**config.mk**
```make
export PLATFORM = sky130hd
export DESIGN_NAME = ctd_frame_parse_calibrate
export DESIGN_NICKNAME = d
export VERILOG_FILES = /design/src/hw/rtl/ctdfp_pkg.sv /design/src/hw/rtl/ctdfp_ctrl.sv /design/src/hw/rtl/ctdfp_dpath.sv /design/src/hw/rtl/ctd_frame_parse_calibrate.sv
export SDC_FILE = /design/constraint.sdc
export NUM_CORES = 2
export LEC_CHECK = 0
export BUFFER_PORTS_ARGS = -buffer_cell sky130_fd_sc_hd__buf_2
export CAP_MARGIN = 0
export CORE_AREA = 2 2 293 352
export DETAILED_ROUTE_END_ITERATION = 10
export DIE_AREA = 0 0 295 354
export PLACE_DENSITY = 0.83
export SLEW_MARGIN = 20
export SYNTH_ARGS = -nofsm -noshare
export SYNTH_HDL_FRONTEND = slang
export SYNTH_SLANG_ARGS = --single-unit
```
**constraint.sdc**
```tcl
create_clock -name clk -period 10.1 [get_ports clk]
set_clock_uncertainty 0.15 [all_clocks]
set_input_delay 0 -clock clk [delete_from_list [all_inputs] [get_ports clk]]
set_output_delay 0 -clock clk [all_outputs]
set_load 0.02 [all_outputs]
```
**src/hw/rtl/ctdfp_pkg.sv**
```systemverilog
`timescale 1ns / 1ps
`default_nettype none
// ----------------------------------------------------------------------------
// ctdfp_pkg: shared types and constants of the CTD frame parser
// Holds the controller states, the command and status structs, the sync word
// and the calibration coefficient tables.
// ----------------------------------------------------------------------------
package ctdfp_pkg;

  localparam int FRAME_LEN_DEF = 128;

  localparam logic [31:0] SYNC_WORD   = 32'h4543_4536;
  localparam logic [3:0]  HEADER_SKIP = 4'd11;

  localparam int CODE_W = 5;
  localparam int CH_W   = 2;
  localparam int NUM_CH = 3;
  localparam int RAW_W  = 16;
  localparam int VAL_W  = 32;
  localparam int ACC_W  = 64;
  localparam int OUT_W  = 152;
  localparam int STEP_W = 5;

  localparam logic [STEP_W-1:0] LAST_STEP = 5'd17;

  // Channel numbers, also the configuration register indexes.
  localparam logic [CH_W-1:0] CH_DEPTH = 2'd0;
  localparam logic [CH_W-1:0] CH_TEMP  = 2'd1;
  localparam logic [CH_W-1:0] CH_COND  = 2'd2;

  localparam logic [CODE_W-1:0] DEPTH_CODE_RST = 5'd0;
  localparam logic [CODE_W-1:0] TEMP_CODE_RST  = 5'd1;
  localparam logic [CODE_W-1:0] COND_CODE_RST  = 5'd2;

  typedef enum logic [2:0] {
    ST_SEARCH,
    ST_HEADER,
    ST_RECORD,
    ST_CALC,
    ST_DONE,
    ST_NOSYNC
  } ctl_state_t;

  typedef enum logic [1:0] {
    PH_NONE,
    PH_SEARCH,
    PH_HEADER,
    PH_RECORD
  } phase_t;

  typedef enum logic [1:0] {
    RND_0,
    RND_12,
    RND_16
  } rnd_t;

  typedef struct packed {
    phase_t          phase;
    logic            acc_init;
    logic            ld_coef;
    logic [1:0]      coef_k;
    logic            mul_lo;
    logic            mul_hi;
    logic            round_en;
    logic [1:0]      round_k;
    logic            acc_add;
    logic            finish;
    logic [CH_W-1:0] ch;
    logic            load_out;
    logic            out_status;
    logic            frame_clear;
  } ctl_cmd_t;

  typedef struct packed {
    logic last_byte;
    logic sync_hit;
    logic header_done;
    logic out_busy;
  } dp_status_t;

  // Coefficient k of a channel, as an integer at scale 2^-48, 2^-60 or 2^-64.
  function automatic logic signed [ACC_W-1:0] coef(input logic [CH_W-1:0] ch,
                                                   input logic [1:0] k);
    logic signed [ACC_W-1:0] c;
    case ({ch, k})
      {CH_DEPTH, 2'd0}: c = -64'sd70699195800322310;
      {CH_DEPTH, 2'd1}: c =  64'sd9933167485626;
      {CH_DEPTH, 2'd2}: c =  64'sd231084669;
      {CH_DEPTH, 2'd3}: c = -64'sd12901;
      {CH_TEMP,  2'd0}: c = -64'sd726644540877161;
      {CH_TEMP,  2'd1}: c =  64'sd166182544775;
      {CH_COND,  2'd0}: c = -64'sd77658101649540;
      {CH_COND,  2'd1}: c =  64'sd343855461049;
      {CH_COND,  2'd2}: c =  64'sd291646483;
      {CH_COND,  2'd3}: c = -64'sd14213;
      default:          c = '0;
    endcase
    return c;
  endfunction

  // Right shift that brings term k of a channel to scale 2^-48.
  function automatic rnd_t term_rnd(input logic [CH_W-1:0] ch, input logic [1:0] k);
    rnd_t r;
    r = RND_0;
    if (ch == CH_DEPTH && (k == 2'd2 || k == 2'd3)) begin
      r = RND_12;
    end else if (ch == CH_COND && k == 2'd2) begin
      r = RND_12;
    end else if (ch == CH_COND && k == 2'd3) begin
      r = RND_16;
    end
    return r;
  endfunction

endpackage
`default_nettype wire

```
**src/hw/rtl/ctdfp_ctrl.sv**
```systemverilog
`timescale 1ns / 1ps
`default_nettype none
// ----------------------------------------------------------------------------
// ctdfp_ctrl: frame controller
// Tracks the parse phase of the frame and sequences the calibration steps
// over the shared multiplier, one channel after the other.
// ----------------------------------------------------------------------------
module ctdfp_ctrl
  import ctdfp_pkg::*;
(
  input  wire logic       clk,
  input  wire logic       rst,
  input  wire logic       byte_acc,
  input  wire dp_status_t status,
  output logic            in_ready,
  output ctl_cmd_t        cmd
);

  ctl_state_t        state;
  ctl_state_t        state_next;
  logic [STEP_W-1:0] step_cnt;
  logic [CH_W-1:0]   ch_cnt;
  logic              calc_done;

  assign calc_done = (state == ST_CALC) && (step_cnt == LAST_STEP) && (ch_cnt == CH_COND);

  always_ff @(posedge clk) begin
    if (rst) begin
      state    <= ST_SEARCH;
      step_cnt <= '0;
      ch_cnt   <= '0;
    end else begin
      state <= state_next;
      if (state == ST_CALC) begin
        if (step_cnt == LAST_STEP) begin
          step_cnt <= '0;
          ch_cnt   <= ch_cnt + 1'b1;
        end else begin
          step_cnt <= step_cnt + 1'b1;
        end
      end else begin
        step_cnt <= '0;
        ch_cnt   <= '0;
      end
    end
  end

  always_comb begin
    state_next = state;
    unique case (state)
      ST_SEARCH: begin
        if (byte_acc) begin
          if (status.last_byte) begin
            state_next = ST_NOSYNC;
          end else if (status.sync_hit) begin
            state_next = ST_HEADER;
          end
        end
      end
      ST_HEADER: begin
        if (byte_acc) begin
          if (status.last_byte) begin
            state_next = ST_CALC;
          end else if (status.header_done) begin
            state_next = ST_RECORD;
          end
        end
      end
      ST_RECORD: begin
        if (byte_acc && status.last_byte) begin
          state_next = ST_CALC;
        end
      end
      ST_CALC: begin
        if (calc_done) begin
          state_next = ST_DONE;
        end
      end
      ST_DONE, ST_NOSYNC: begin
        if (!status.out_busy) begin
          state_next = ST_SEARCH;
        end
      end
      default: state_next = ST_SEARCH;
    endcase
  end

  always_comb begin
    cmd      = '0;
    in_ready = 1'b0;
    unique case (state)
      ST_SEARCH: begin
        in_ready  = 1'b1;
        cmd.phase = PH_SEARCH;
      end
      ST_HEADER: begin
        in_ready  = 1'b1;
        cmd.phase = PH_HEADER;
      end
      ST_RECORD: begin
        in_ready  = 1'b1;
        cmd.phase = PH_RECORD;
      end
      ST_CALC: begin
        cmd.ch = ch_cnt;
        // Cubic in the raw value x: C3*x*x*x, then C2*x*x, then C1*x, each
        // product built from two half-width multiplies.
        case (step_cnt)
          5'd0: begin
            cmd.acc_init = 1'b1;
            cmd.ld_coef  = 1'b1;
            cmd.coef_k   = 2'd3;
          end
          5'd1, 5'd3, 5'd5, 5'd10: cmd.mul_lo = 1'b1;
          5'd2, 5'd4, 5'd6, 5'd9, 5'd11, 5'd14: cmd.mul_hi = 1'b1;
          5'd7: begin
            cmd.round_en = 1'b1;
            cmd.round_k  = 2'd3;
            cmd.ld_coef  = 1'b1;
            cmd.coef_k   = 2'd2;
          end
          5'd8, 5'd13: begin
            cmd.acc_add = 1'b1;
            cmd.mul_lo  = 1'b1;
          end
          5'd12: begin
            cmd.round_en = 1'b1;
            cmd.round_k  = 2'd2;
            cmd.ld_coef  = 1'b1;
            cmd.coef_k   = 2'd1;
          end
          5'd15: begin
            cmd.round_en = 1'b1;
            cmd.round_k  = 2'd1;
          end
          5'd16: cmd.acc_add = 1'b1;
          5'd17: cmd.finish  = 1'b1;
          default: cmd.finish = 1'b0;
        endcase
      end
      ST_DONE: begin
        cmd.load_out    = !status.out_busy;
        cmd.frame_clear = !status.out_busy;
      end
      ST_NOSYNC: begin
        cmd.load_out    = !status.out_busy;
        cmd.frame_clear = !status.out_busy;
        cmd.out_status  = 1'b1;
      end
      default: cmd = '0;
    endcase
  end

endmodule
`default_nettype wire

```
**src/hw/rtl/ctdfp_dpath.sv**
```systemverilog
`timescale 1ns / 1ps
`default_nettype none
// ----------------------------------------------------------------------------
// ctdfp_dpath: parse and calibration datapath
// Byte counter, sync window, record assembly, held samples, the shared
// multiplier with accumulator, and the output register.
// ----------------------------------------------------------------------------
module ctdfp_dpath
  import ctdfp_pkg::*;
#(
  parameter int FRAME_LEN = FRAME_LEN_DEF
) (
  input  wire logic              clk,
  input  wire logic              rst,
  input  wire logic              cfg_we,
  input  wire logic [CH_W-1:0]   cfg_index,
  input  wire logic [CODE_W-1:0] cfg_data,
  input  wire logic              byte_acc,
  input  wire logic [7:0]        rx_byte,
  input  wire ctl_cmd_t          cmd,
  input  wire logic              out_ready,
  output dp_status_t             status,
  output logic                   out_valid,
  output logic [OUT_W-1:0]       out_data
);

  localparam int CNT_W = $clog2(FRAME_LEN);
  localparam logic [CNT_W-1:0] LAST_POS  = CNT_W'(FRAME_LEN - 1);
  localparam logic [CNT_W-1:0] SYNC_LAST = CNT_W'(FRAME_LEN - 25);

  logic [CODE_W-1:0] code_q [NUM_CH];
  logic [CNT_W-1:0]  byte_count;
  logic [31:0]       sync_window;
  logic [31:0]       window_next;
  logic [3:0]        header_left;
  logic [7:0]        rec_b0;
  logic [7:0]        rec_b1;
  logic [1:0]        record_pos;
  logic [2:0]        found_flags;
  logic [RAW_W-1:0]  raw_q [NUM_CH];
  logic [VAL_W-1:0]  cal_q [NUM_CH];

  logic [CODE_W-1:0] rec_code;
  logic              take_hit;
  logic [CH_W-1:0]   take_ch;
  logic [RAW_W-1:0]  take_raw;

  logic signed [ACC_W-1:0] mul_a;
  logic [47:0]             mul_lo_q;
  logic signed [ACC_W-1:0] term;
  logic signed [ACC_W-1:0] acc;
  logic [RAW_W-1:0]        x;
  logic [47:0]             lo_prod;
  logic signed [48:0]      hi_prod;
  logic [ACC_W-1:0]        mul_full;
  rnd_t                    rnd;
  logic signed [ACC_W-1:0] rnd_bias;
  logic signed [ACC_W-1:0] rnd_sum;
  logic signed [ACC_W-1:0] term_in;
  logic signed [ACC_W:0]   fin_sum;
  logic signed [VAL_W:0]   fin_q;
  logic [VAL_W-1:0]        fin_sat;

  // ---------------- parse status ----------------
  assign window_next        = {sync_window[23:0], rx_byte};
  assign status.last_byte   = (byte_count == LAST_POS);
  assign status.sync_hit    = (cmd.phase == PH_SEARCH) && (window_next == SYNC_WORD) &&
                              (byte_count <= SYNC_LAST);
  assign status.header_done = (header_left == 4'd1);
  assign status.out_busy    = out_valid && !out_ready;

  assign rec_code = rx_byte[7:3];
  assign take_raw = {rx_byte[2:1], rec_b1[7:1], rec_b0[7:1]};

  // Equal codes resolve toward depth, then temperature.
  always_comb begin
    take_hit = 1'b1;
    take_ch  = CH_DEPTH;
    priority if (rec_code == code_q[CH_DEPTH]) begin
      take_ch = CH_DEPTH;
    end else if (rec_code == code_q[CH_TEMP]) begin
      take_ch = CH_TEMP;
    end else if (rec_code == code_q[CH_COND]) begin
      take_ch = CH_COND;
    end else begin
      take_hit = 1'b0;
    end
  end

  always_ff @(posedge clk) begin
    if (rst) begin
      code_q[CH_DEPTH] <= DEPTH_CODE_RST;
      code_q[CH_TEMP]  <= TEMP_CODE_RST;
      code_q[CH_COND]  <= COND_CODE_RST;
    end else if (cfg_we) begin
      for (int i = 0; i < NUM_CH; i++) begin
        if (cfg_index == CH_W'(i)) begin
          code_q[i] <= cfg_data;
        end
      end
    end
  end

  always_ff @(posedge clk) begin
    if (rst || cmd.frame_clear) begin
      byte_count  <= '0;
      sync_window <= '0;
      header_left <= '0;
      rec_b0      <= '0;
      rec_b1      <= '0;
      record_pos  <= '0;
      found_flags <= '0;
    end else if (byte_acc) begin
      byte_count <= byte_count + 1'b1;
      unique case (cmd.phase)
        PH_SEARCH: begin
          sync_window <= window_next;
          if (status.sync_hit) begin
            header_left <= HEADER_SKIP;
          end
        end
        PH_HEADER: begin
          if (header_left != 4'd0) begin
            header_left <= header_left - 1'b1;
          end
          if (status.header_done) begin
            record_pos <= 2'd0;
          end
        end
        PH_RECORD: begin
          unique case (record_pos)
            2'd0: begin
              rec_b0     <= rx_byte;
              rec_b1     <= '0;
              record_pos <= 2'd1;
            end
            2'd1: begin
              rec_b1     <= rx_byte;
              record_pos <= 2'd2;
            end
            default: begin
              record_pos <= 2'd0;
              if (take_hit && !found_flags[take_ch]) begin
                found_flags[take_ch] <= 1'b1;
              end
            end
          endcase
        end
        default: begin
          byte_count <= byte_count + 1'b1;
        end
      endcase
    end
  end

  // ---------------- held samples and calibrated values ----------------
  always_ff @(posedge clk) begin
    if (rst) begin
      for (int i = 0; i < NUM_CH; i++) begin
        raw_q[i] <= '0;
        cal_q[i] <= '0;
      end
    end else begin
      if (byte_acc && cmd.phase == PH_RECORD && record_pos == 2'd2 && take_hit &&
          !found_flags[take_ch]) begin
        for (int i = 0; i < NUM_CH; i++) begin
          if (take_ch == CH_W'(i)) begin
            raw_q[i] <= take_raw;
          end
        end
      end
      if (cmd.finish) begin
        for (int i = 0; i < NUM_CH; i++) begin
          if (cmd.ch == CH_W'(i)) begin
            cal_q[i] <= fin_sat;
          end
        end
      end
    end
  end

  // ---------------- shared multiplier and accumulator ----------------
  always_comb begin
    unique case (cmd.ch)
      CH_TEMP: x = raw_q[CH_TEMP];
      CH_COND: x = raw_q[CH_COND];
      default: x = raw_q[CH_DEPTH];
    endcase
  end

  // A 64-bit operand times x in two halves: low word unsigned, high word signed.
  assign lo_prod  = {16'd0, mul_a[31:0]} * {32'd0, x};
  assign hi_prod  = 49'(signed'(mul_a[63:32])) * 49'(signed'({1'b0, x}));
  assign mul_full = {hi_prod[31:0], 32'd0} + {16'd0, mul_lo_q};

  // Round half away from zero: add half the divisor, less one when negative.
  assign rnd = term_rnd(cmd.ch, cmd.round_k);

  always_comb begin
    rnd_bias = '0;
    term_in  = mul_a;
    unique case (rnd)
      RND_12:  rnd_bias = 64'sd2048 - ACC_W'(mul_a[ACC_W-1]);
      RND_16:  rnd_bias = 64'sd32768 - ACC_W'(mul_a[ACC_W-1]);
      default: rnd_bias = '0;
    endcase
    rnd_sum = mul_a + rnd_bias;
    unique case (rnd)
      RND_12:  term_in = rnd_sum >>> 12;
      RND_16:  term_in = rnd_sum >>> 16;
      default: term_in = mul_a;
    endcase
  end

  assign fin_sum = (ACC_W+1)'(acc) + 65'sd2147483648 - (ACC_W+1)'(acc[ACC_W-1]);
  assign fin_q   = fin_sum[ACC_W:32];

  always_comb begin
    if (fin_q > 33'sd2147483647) begin
      fin_sat = 32'h7FFF_FFFF;
    end else if (fin_q < -33'sd2147483648) begin
      fin_sat = 32'h8000_0000;
    end else begin
      fin_sat = fin_q[VAL_W-1:0];
    end
  end

  always_ff @(posedge clk) begin
    if (cmd.ld_coef) begin
      mul_a <= coef(cmd.ch, cmd.coef_k);
    end else if (cmd.mul_hi) begin
      mul_a <= mul_full;
    end
    if (cmd.mul_lo) begin
      mul_lo_q <= lo_prod;
    end
    if (cmd.round_en) begin
      term <= term_in;
    end
    if (cmd.acc_init) begin
      acc <= coef(cmd.ch, 2'd0);
    end else if (cmd.acc_add) begin
      acc <= acc + term;
    end
  end

  // ---------------- output register ----------------
  always_ff @(posedge clk) begin
    if (rst) begin
      out_valid <= 1'b0;
    end else if (cmd.load_out) begin
      out_valid <= 1'b1;
    end else if (out_ready) begin
      out_valid <= 1'b0;
    end
  end

  always_ff @(posedge clk) begin
    if (cmd.load_out) begin
      out_data <= {4'd0,
                   cal_q[CH_COND], cal_q[CH_TEMP], cal_q[CH_DEPTH],
                   raw_q[CH_COND], raw_q[CH_TEMP], raw_q[CH_DEPTH],
                   (cmd.out_status ? 3'd0 : found_flags), cmd.out_status};
    end
  end

endmodule
`default_nettype wire

```
**src/hw/rtl/ctd_frame_parse_calibrate.sv**
```systemverilog
`timescale 1ns / 1ps
`default_nettype none
// ----------------------------------------------------------------------------
// ctd_frame_parse_calibrate: CTD sensor frame parser and calibrator
// Parses fixed-length sensor frames byte by byte and reports raw and
// calibrated depth, temperature and conductivity once per frame.
// ----------------------------------------------------------------------------
// Usage:
// Frame bytes enter on the s_axis channel, one byte per transaction. Every
// FRAME_LEN bytes form one frame. During the frame the block takes one byte
// per cycle. After the last byte of a frame it produces exactly one result
// transaction on m_axis.
// When the frame held a valid sync pattern, the three channel polynomials are
// evaluated on one shared multiplier, one channel after the other, before the
// result is loaded. When no sync was found, the result is loaded with no
// calibration pass. In both cases s_axis_tready is low from the last byte
// until the result is loaded into the output register.
// The output register lets the next frame stream in while the previous
// result waits. If m_axis_tready is still low when the next result is due,
// the block holds that result back and keeps s_axis_tready low.
// Reset restores the default record codes, clears the held samples and the
// calibrated values, and starts a frame at byte zero. cfg writes complete in
// the cycle they are presented and should only be issued while idle.
// ----------------------------------------------------------------------------
module ctd_frame_parse_calibrate
  import ctdfp_pkg::*;
#(
  parameter int FRAME_LEN = FRAME_LEN_DEF
) (
  input  wire logic              clk,
  input  wire logic              rst,
  // Frame byte input.
  input  wire logic              s_axis_tvalid,
  output logic                   s_axis_tready,
  input  wire logic [7:0]        s_axis_tdata,   // [7:0] rx_byte
  // One result per frame.
  output logic                   m_axis_tvalid,
  input  wire logic              m_axis_tready,
  // [0] status, [3:1] found_mask, [19:4] depth_raw, [35:20] temp_raw,
  // [51:36] cond_raw, [83:52] depth_value, [115:84] temp_value,
  // [147:116] cond_value, [151:148] zero
  output logic [OUT_W-1:0]       m_axis_tdata,
  // Register writes: index 0 depth_code, 1 temp_code, 2 cond_code.
  input  wire logic              cfg_valid,
  output logic                   cfg_ready,
  input  wire logic [CH_W-1:0]   cfg_index,
  input  wire logic [CODE_W-1:0] cfg_data
);

  ctl_cmd_t   cmd;
  dp_status_t status;
  logic       in_ready;
  logic       byte_acc;

  // Register writes never stall.
  assign cfg_ready     = 1'b1;
  assign s_axis_tready = in_ready;
  assign byte_acc      = s_axis_tvalid && in_ready;

  ctdfp_ctrl u_ctrl (
    .clk      (clk),
    .rst      (rst),
    .byte_acc (byte_acc),
    .status   (status),
    .in_ready (in_ready),
    .cmd      (cmd)
  );

  ctdfp_dpath #(
    .FRAME_LEN (FRAME_LEN)
  ) u_dpath (
    .clk       (clk),
    .rst       (rst),
    .cfg_we    (cfg_valid && cfg_ready),
    .cfg_index (cfg_index),
    .cfg_data  (cfg_data),
    .byte_acc  (byte_acc),
    .rx_byte   (s_axis_tdata),
    .cmd       (cmd),
    .out_ready (m_axis_tready),
    .status    (status),
    .out_valid (m_axis_tvalid),
    .out_data  (m_axis_tdata)
  );

endmodule
`default_nettype wire

```
# Word level (Yosys, flattened, before mapping)
# Memory sizes are Yosys's and may differ from the RTL's. A register that Yosys moved wholly into a read port is not among the register bits.
# Index checks and enable logic that the tools add are counted.
# totals
input_bits	20
ram_bits	159
word_cells	255
out_inout_bits	155
romBits	1024
mem_count	4
reg_bits	455
# classes
n_eq_ne	54
n_mul	2
n_addsub	11
order_cmp	5
bitwise_logic	12
n_mux	101
reduce_logical	49
# memory_table
name	words	width	rd	rd_clocked_by_memory_dff	write_ports	line	rtl
(no name shown)	16	64	1	0	0	ctdfp_pkg.sv:85	case ({ch, k})
u_dpath.cal_q	3	32	3	3	3	ctdfp_dpath.sv:41	logic [VAL_W-1:0] cal_q [NUM_CH];
u_dpath.raw_q	3	16	3	0	3	ctdfp_dpath.sv:40	logic [RAW_W-1:0] raw_q [NUM_CH];
u_dpath.code_q	3	5	3	0	3	ctdfp_dpath.sv:31	logic [CODE_W-1:0] code_q [NUM_CH];
# op_table
op	count
$mux 64	4
$pmux 64 s2	2
$pmux 64 s3	1
$mux 32	5
$add 64x64->64	2
$add 64x33->65 const B	1
$sub 65x1->65	1
$add 64x48->64	1
$mux 1	53
$mul 32x16->48	1
$mux 16	3
$eq 5x4->1 const B	8
$gt 33x32->1 const B	1
$lt 33x32->1 const B	1
$eq 32x31->1 const B	1
$mul 32x17->32	1
$pmux 16 s2	1
$mux 3	9
$eq 2x2->1 const B	10
$eq 5x3->1 const B	4
$pmux 3 s3	2
$sub 16x1->17 const A	1
$logic_and 1x1->1	16
$pmux 8 s2	1
other kinds (48)	104

# Logic depth before layout (Yosys ltp)
# depth
ltp_word	13
mapped_depth	42
mapped_depth_nobuf	36

# Cells and area by module
# Synthesis repeated with hierarchy kept, for this count alone.
# unflattened
cells_unflattened	6026
hier_area_um2	58975.3
# by_module_without_submodules
mod	instances	area_per_inst_um2	cells_each	seq_area_each_um2
ctdfp_dpath	1	58153.3	5914	17526.8
ctdfp_ctrl	1	804.5	109	200.2
ctd_frame_parse_calibrate	1	17.5	3	0.0

# Worst setup path after synthesis
# No wires, ideal clock.
# synth_path
path_type	register to register
from	register u_ctrl.state[0]
to	register u_dpath.mul_a[63] (data pin)
period_less_slack_ns	9.674
required_time_ns	9.672
t_arrival_ns	9.246
setup_slack_ns	0.426
stages_incl_launch_ff	36
setup_time_ns	0.278
n_path_buf	5
cell_sequence	dfxtp_1 buf_2 nand3b_4 nor2_1 clkinv_1 ha_1 clkbuf_1 clkbuf_1 a22oi_1 o21ai_0 clkbuf_1 clkbuf_1 and2_1 fa_1 inv_1 fa_1 fa_1 inv_1 fa_1 fa_1 inv_1 fa_1 inv_1 ha_1 and3_1 a221o_1 a21oi_1 a2bb2oi_1 a22oi_1 a211oi_1 inv_1 o31a_1 a311oi_1 nand4_1 xnor3_1 o21ai_0
# synth_via
elab_chain_cells	8
elab_cells_between_ends	10
classes_between	add/sub (1); mul (1); eq/ne (3); mux (4); memory (1)
# synth_rtl
element	line	rtl
start: declaration	ctdfp_ctrl.sv:19	ctl_state_t state;
start signal: assignment	ctdfp_ctrl.sv:33	state <= state_next;
$eq 3x2->1 *	ctdfp_ctrl.sv:91	unique case (state)
$mux 13 *	ctdfp_ctrl.sv:91	
$eq 2x2->1 or $eq 2x1->1 (tied branches)	ctdfp_dpath.sv:184	unique case (cmd.ch)
$pmux 16 s2	ctdfp_dpath.sv:184	
$mul 32x17->32	ctdfp_dpath.sv:193	assign hi_prod = 49'(signed'(mul_a[63:32])) * 49'(signed'({1'b0, x}));
$add 64x48->64	ctdfp_dpath.sv:194	assign mul_full = {hi_prod[31:0], 32'd0} + {16'd0, mul_lo_q};
$mux 64	ctdfp_dpath.sv:231	end else if (cmd.mul_hi) begin
$mux 64 *	ctdfp_dpath.sv:229	if (cmd.ld_coef) begin
end signal: assignment	ctdfp_dpath.sv:230	mul_a <= coef(cmd.ch, cmd.coef_k);
end signal: assignment	ctdfp_dpath.sv:232	mul_a <= mul_full;
end: declaration	ctdfp_dpath.sv:48	logic signed [ACC_W-1:0] mul_a;
# Mark *: on every way between the ends. The rest lies on a longest branch, timed or not. The select of a mux whose other input is x is not followed.
# A chain may end at the register's enable or synchronous reset.

# Worst setup path in the final report
# layout_path
from	register u_ctrl.state[2]
to	register u_dpath.mul_lo_q[46] (data pin)
# layout_via
elab_chain_cells	5
elab_cells_between_ends	6
classes_between	mul (1); eq/ne (3); mux (2)
# layout_rtl
element	line	rtl
$eq 3x2->1 *	ctdfp_ctrl.sv:91	
$mux 13 *	ctdfp_ctrl.sv:91	
$eq 2x2->1 or $eq 2x1->1 (tied branches)	ctdfp_dpath.sv:184	
$pmux 16 s2 *	ctdfp_dpath.sv:184	
$mul 32x16->48 *	ctdfp_dpath.sv:192	assign lo_prod = {16'd0, mul_a[31:0]} * {32'd0, x};
named net u_dpath.lo_prod[46]	ctdfp_dpath.sv:53	logic [47:0] lo_prod;
end signal: assignment	ctdfp_dpath.sv:235	mul_lo_q <= lo_prod;
end: declaration	ctdfp_dpath.sv:49	logic [47:0] mul_lo_q;
# The timed path passes the listed nets; every way through them passes the cells marked *.

==> impl_results.md <==
- Tot GR Track Use: between 30% and 40%
- Area Growth Syn to Fin: 7.985%
- Clock power share: approximately 20%
- Mux cell area share after synthesis: less than 1%
- Fin Setup TNS: 0 ps
- Switching power: 4.567 mW
- Yosys top cell area share: approximately 28%
- Comb pwr share: 51.4%
- Internal Pwr Total: 6.741 mW
- Layout cells sized above 1: 7.062%
- Reg area: 17,730 um2
- CORE AREA: about 100,000 um2
- DRT iter0 DRCs: approximately 3,800
- Wirelength, routed: 157.1 mm
- WL per Instance: 20.92 um
- Async SR Flop Fraction: 0%
- Crit. Startpoint: u_ctrl.state[2]$_SDFFE_PP0P_
- Placed inst area: 61,420 um2
- Crit Reg-Reg Endpoint: u_dpath.mul_lo_q[46]$_DFFE_PP_
- Synth Warn #: 0
- Clock H-tree levels: 2
- Mapped Area: 59,170 um2
- Largest net degree at the start of global routing: 84
- Worst path required time: 10,330 ps
- Worst-Skew Late Latency: 700 ps
- Global route total overflow: 0
- Slowest CP cell: ha_4
- Compound-cell area share of the yosys netlist: 10.88%
- Synth Area in XOR/XNOR: 4.197%
- CTS sink count: 612
- Cell depth of the worst flop-to-flop path: 35
- Clock root cell: clkbuf_16
- Rel. slew slack: 17.83%
- # rows: between 100 and 150
- Seq pwr share: 28.3%
- Hold endpoint: u_dpath.sync_window[1]$_SDFFE_PP0P_
- Initial antenna violation count: 0
- CP endpoint kind: flip-flop
- Vias in the first global route: between 40,000 and 50,000
- Vias per std cell: roughly 6.0
- Peak supply drop: 171.2 uV
- Initial Utilization: 58.55%
- Post-Synth Adder-Cell Area: 32.59%
- Buffers on Ports: 169
- Max incr delay on CP: 600 ps
- Reg2reg start: u_ctrl.state[2]$_SDFFE_PP0P_
- Syn avg cell area: 9.758 um2
- Top post-synthesis cells by area: edfxtp_1, fa_1, ha_1, nand2_1, inv_1
- Sequential area share after synthesis: 29.96%
- Pwr Total: around 11 mW
- Largest family of logic cells by synthesized area: adder cells
- Multi-input logic area: 37,180 um2
- Mapped Cells: 6,064
- Largest fanout on the critical path: 30
- ANT nets after route: 0
- Max-cap check violation count: 0
- WP data arrival: roughly 10000 ps
- Cell taking the most area after synthesis: edfxtp_1
- Synth Area in Simple Gates: about 14%
- Core Util, Final: between 60% and 70%
- GPL Wtd Cong: around 0.98
- R2r setup slk: 350 ps
- Number of unique standard cell types used by synthesis: 88
- Power Density: 177.0 nW/um2
- Worst Hold Class: primary input to flip-flop
- Via count: 45,100
- Ant diodes: 0
- Final hold viol count: 0
- CTS tree: done
- Num ports: about 180
- Fin area: 63,900 um2
- Leakage: 27.72 nW
- DRC viols: 0
- Number of flops mapped to enable cells by yosys: ~550
- Nets: 7,221
- Max frequency: about 100 MHz
- Fill cells: 7,653
- CTS Buf Count: 60
- Post-route clock period utilization: between 90% and 100%
- Final setup fails: 0
- Setup crit start kind: flip-flop
- Height of the die: around 350 um
- Die width: a little under 300 um
- First drt pass iteration count: 8
- CTS Buffer Depth: 3
- Primary FF master, synth: edfxtp_1
- Setup Crit Path Kind: flip-flop to flip-flop
- Fraction of power spent switching nets: about two fifths
- Hold Startpoint: s_axis_tdata[1]
- Worst slew pin tran: 1233 ps
- Flops & latches, synth: around 600
- Outcome: complete, no violations
- Fin. max-slew vios: 0
- WHS: 27.97 ps
- Hold Path Cell Cnt: 4
- Min cycle time layout: 9752 ps
- DIE AREA: approximately 100,000 um2
- HPWL after DPL: 116.9 mm
- Clock Pin Slew Worst Setup and Hold Paths: about 70 ps
- First-pass GRT wire length: 248.5 mm
-- registers in the layout, indices dropped and copies added (netlist names), 15 cells and up --
register,count
m_axis_tdata,96
u_dpath.cal_q,96
u_dpath.acc,64
u_dpath.mul_a,64
u_dpath.term,64
u_dpath.out_data,52
u_dpath.mul_lo_q,48
u_dpath.raw_q,48
u_dpath.sync_window,24
u_dpath.code_q,15
-- routing by layer --
layer | share of wire [%] | global-route usage (%) | vias to the layer above
met5 | 0 | 0 | -
met4 | 8.4 | 21.42 | 0
met3 | 8.9 | 5.185 | 832
met2 | 49 | 52.50 | 2482
met1 | 34 | 34.22 | 21900
li1 | - | - | 19880
-- critical path, delay by kind of cell, from the launching register on --
| kind | cells | cell delay [ps] |
|---|---|---|
| DFF | 1 | 380 |
| xor gates and xnor gates | 1 | 150 |
| buffers and inverters | 10 | 1740 |
| adders and majority gates | 8 | 3830 |
| and+or+nand+nor | 4 | 690 |
| AOI/OAI and AO/OA | 12 | 2460 |
-- cells in the final DEF (no fill, tap or decap), types with 65 or more instances in the layout --
cell type,n
edfxtp_1,547
xnor2_1,159
xor2_1,122
and2_1,322
buf_4,83
buf_2,169
fa_1,724
o21ai_0,232
a21oi_1,271
a21o_1,130
nor2_1,192
nand3_1,76
nand2_1,933
inv_1,904
ha_1,381
dfxtp_1,65
-- cell usage after synthesis (16+ instances only) --
master and number:
ha_1 383, nor3_1 51, inv_1 904, clkbuf_1 297, o31ai_1 20, a21o_1 130
a21oi_1 273, o21ai_0 240, xor2_1 122, fa_1 724, and2_1 322, o211ai_1 21
o21a_1 48, and3_1 46, xnor2_1 159, dfxtp_1 65, nor2_1 196, buf_1 16
a22oi_1 26, nor2b_1 24, edfxtp_1 547, o221ai_1 39, nand2_1 934, a211oi_1 34
o21bai_1 29, o21ai_1 19, nand2b_1 35, nand4_1 38, a31oi_1 23, nand3_1 76
-- metrics by stage --
step / cells / setup WS [ps]
finish: 7511 / 348.2
global route: 7511 / -31.12
CTS: 7506 / 102.4
detailed placement: 7362 / 49.17
global placement: 7362 / 349.6
floorplan: 6067 / 426.0
-- power by group through the flow --
stage	Combinational [mW]	Clock [mW]	Sequential (mW)
2_1_floorplan	4.19	0	3.34
3_3_place_gp	5.48	0	3.25
3_5_place_dp	5.64	0	3.26
4_1_cts	5.70	2.31	3.20
5_1_grt	6.46	2.39	3.21
6_report	5.81	2.29	3.20
-- worst max-delay path by stage --
stage	end	slack (ps)
4_1_cts	u_dpath.mul_a[63]$_DFFE_PP_	100
5_1_grt	u_dpath.mul_a[56]$_DFFE_PP_	-30
3_3_place_gp	u_dpath.mul_lo_q[47]$_DFFE_PP_	350
2_1_floorplan	u_dpath.mul_a[63]$_DFFE_PP_	430
3_5_place_dp	u_dpath.mul_lo_q[47]$_DFFE_PP_	50
6_report	u_dpath.mul_lo_q[46]$_DFFE_PP_	350
-- final cells by class --
| type | instances | area share (%) |
|---|---|---|
| Clock inverter | 40 | 0.6286 |
| Tap cell | 1365 | 2.673 |
| Timing Repair Buffer | 287 | 2.910 |
| Multi-Input combinational cell | 4227 | 58.19 |
| Inverter | 906 | 5.322 |
| Clock buffer | 74 | 2.530 |
| Sequential cell | 612 | 27.74 |
-- kinds of logic (layout without fill, tap and decap cells) --
family	Yosys count	count (layout)
and+or+nand+nor	1811	1811
buffers and inverters	1229	1307
adders and majority gates	1107	1107
AOI/OAI and AO/OA	1012	1013
DFF	612	612
xor gates and xnor gates	282	282
muxes	9	9
other	2	5
-- repair_timing --
action	CTS	global route
pin swaps	0	3
buffers inserted	0	3
endpoints found under the setup margin	2	19
endpoints found under the hold margin	95	0
hold buffers	30	0
resized for setup	1	18
cloned	0	1
Power figures use the tool's default switching activity.
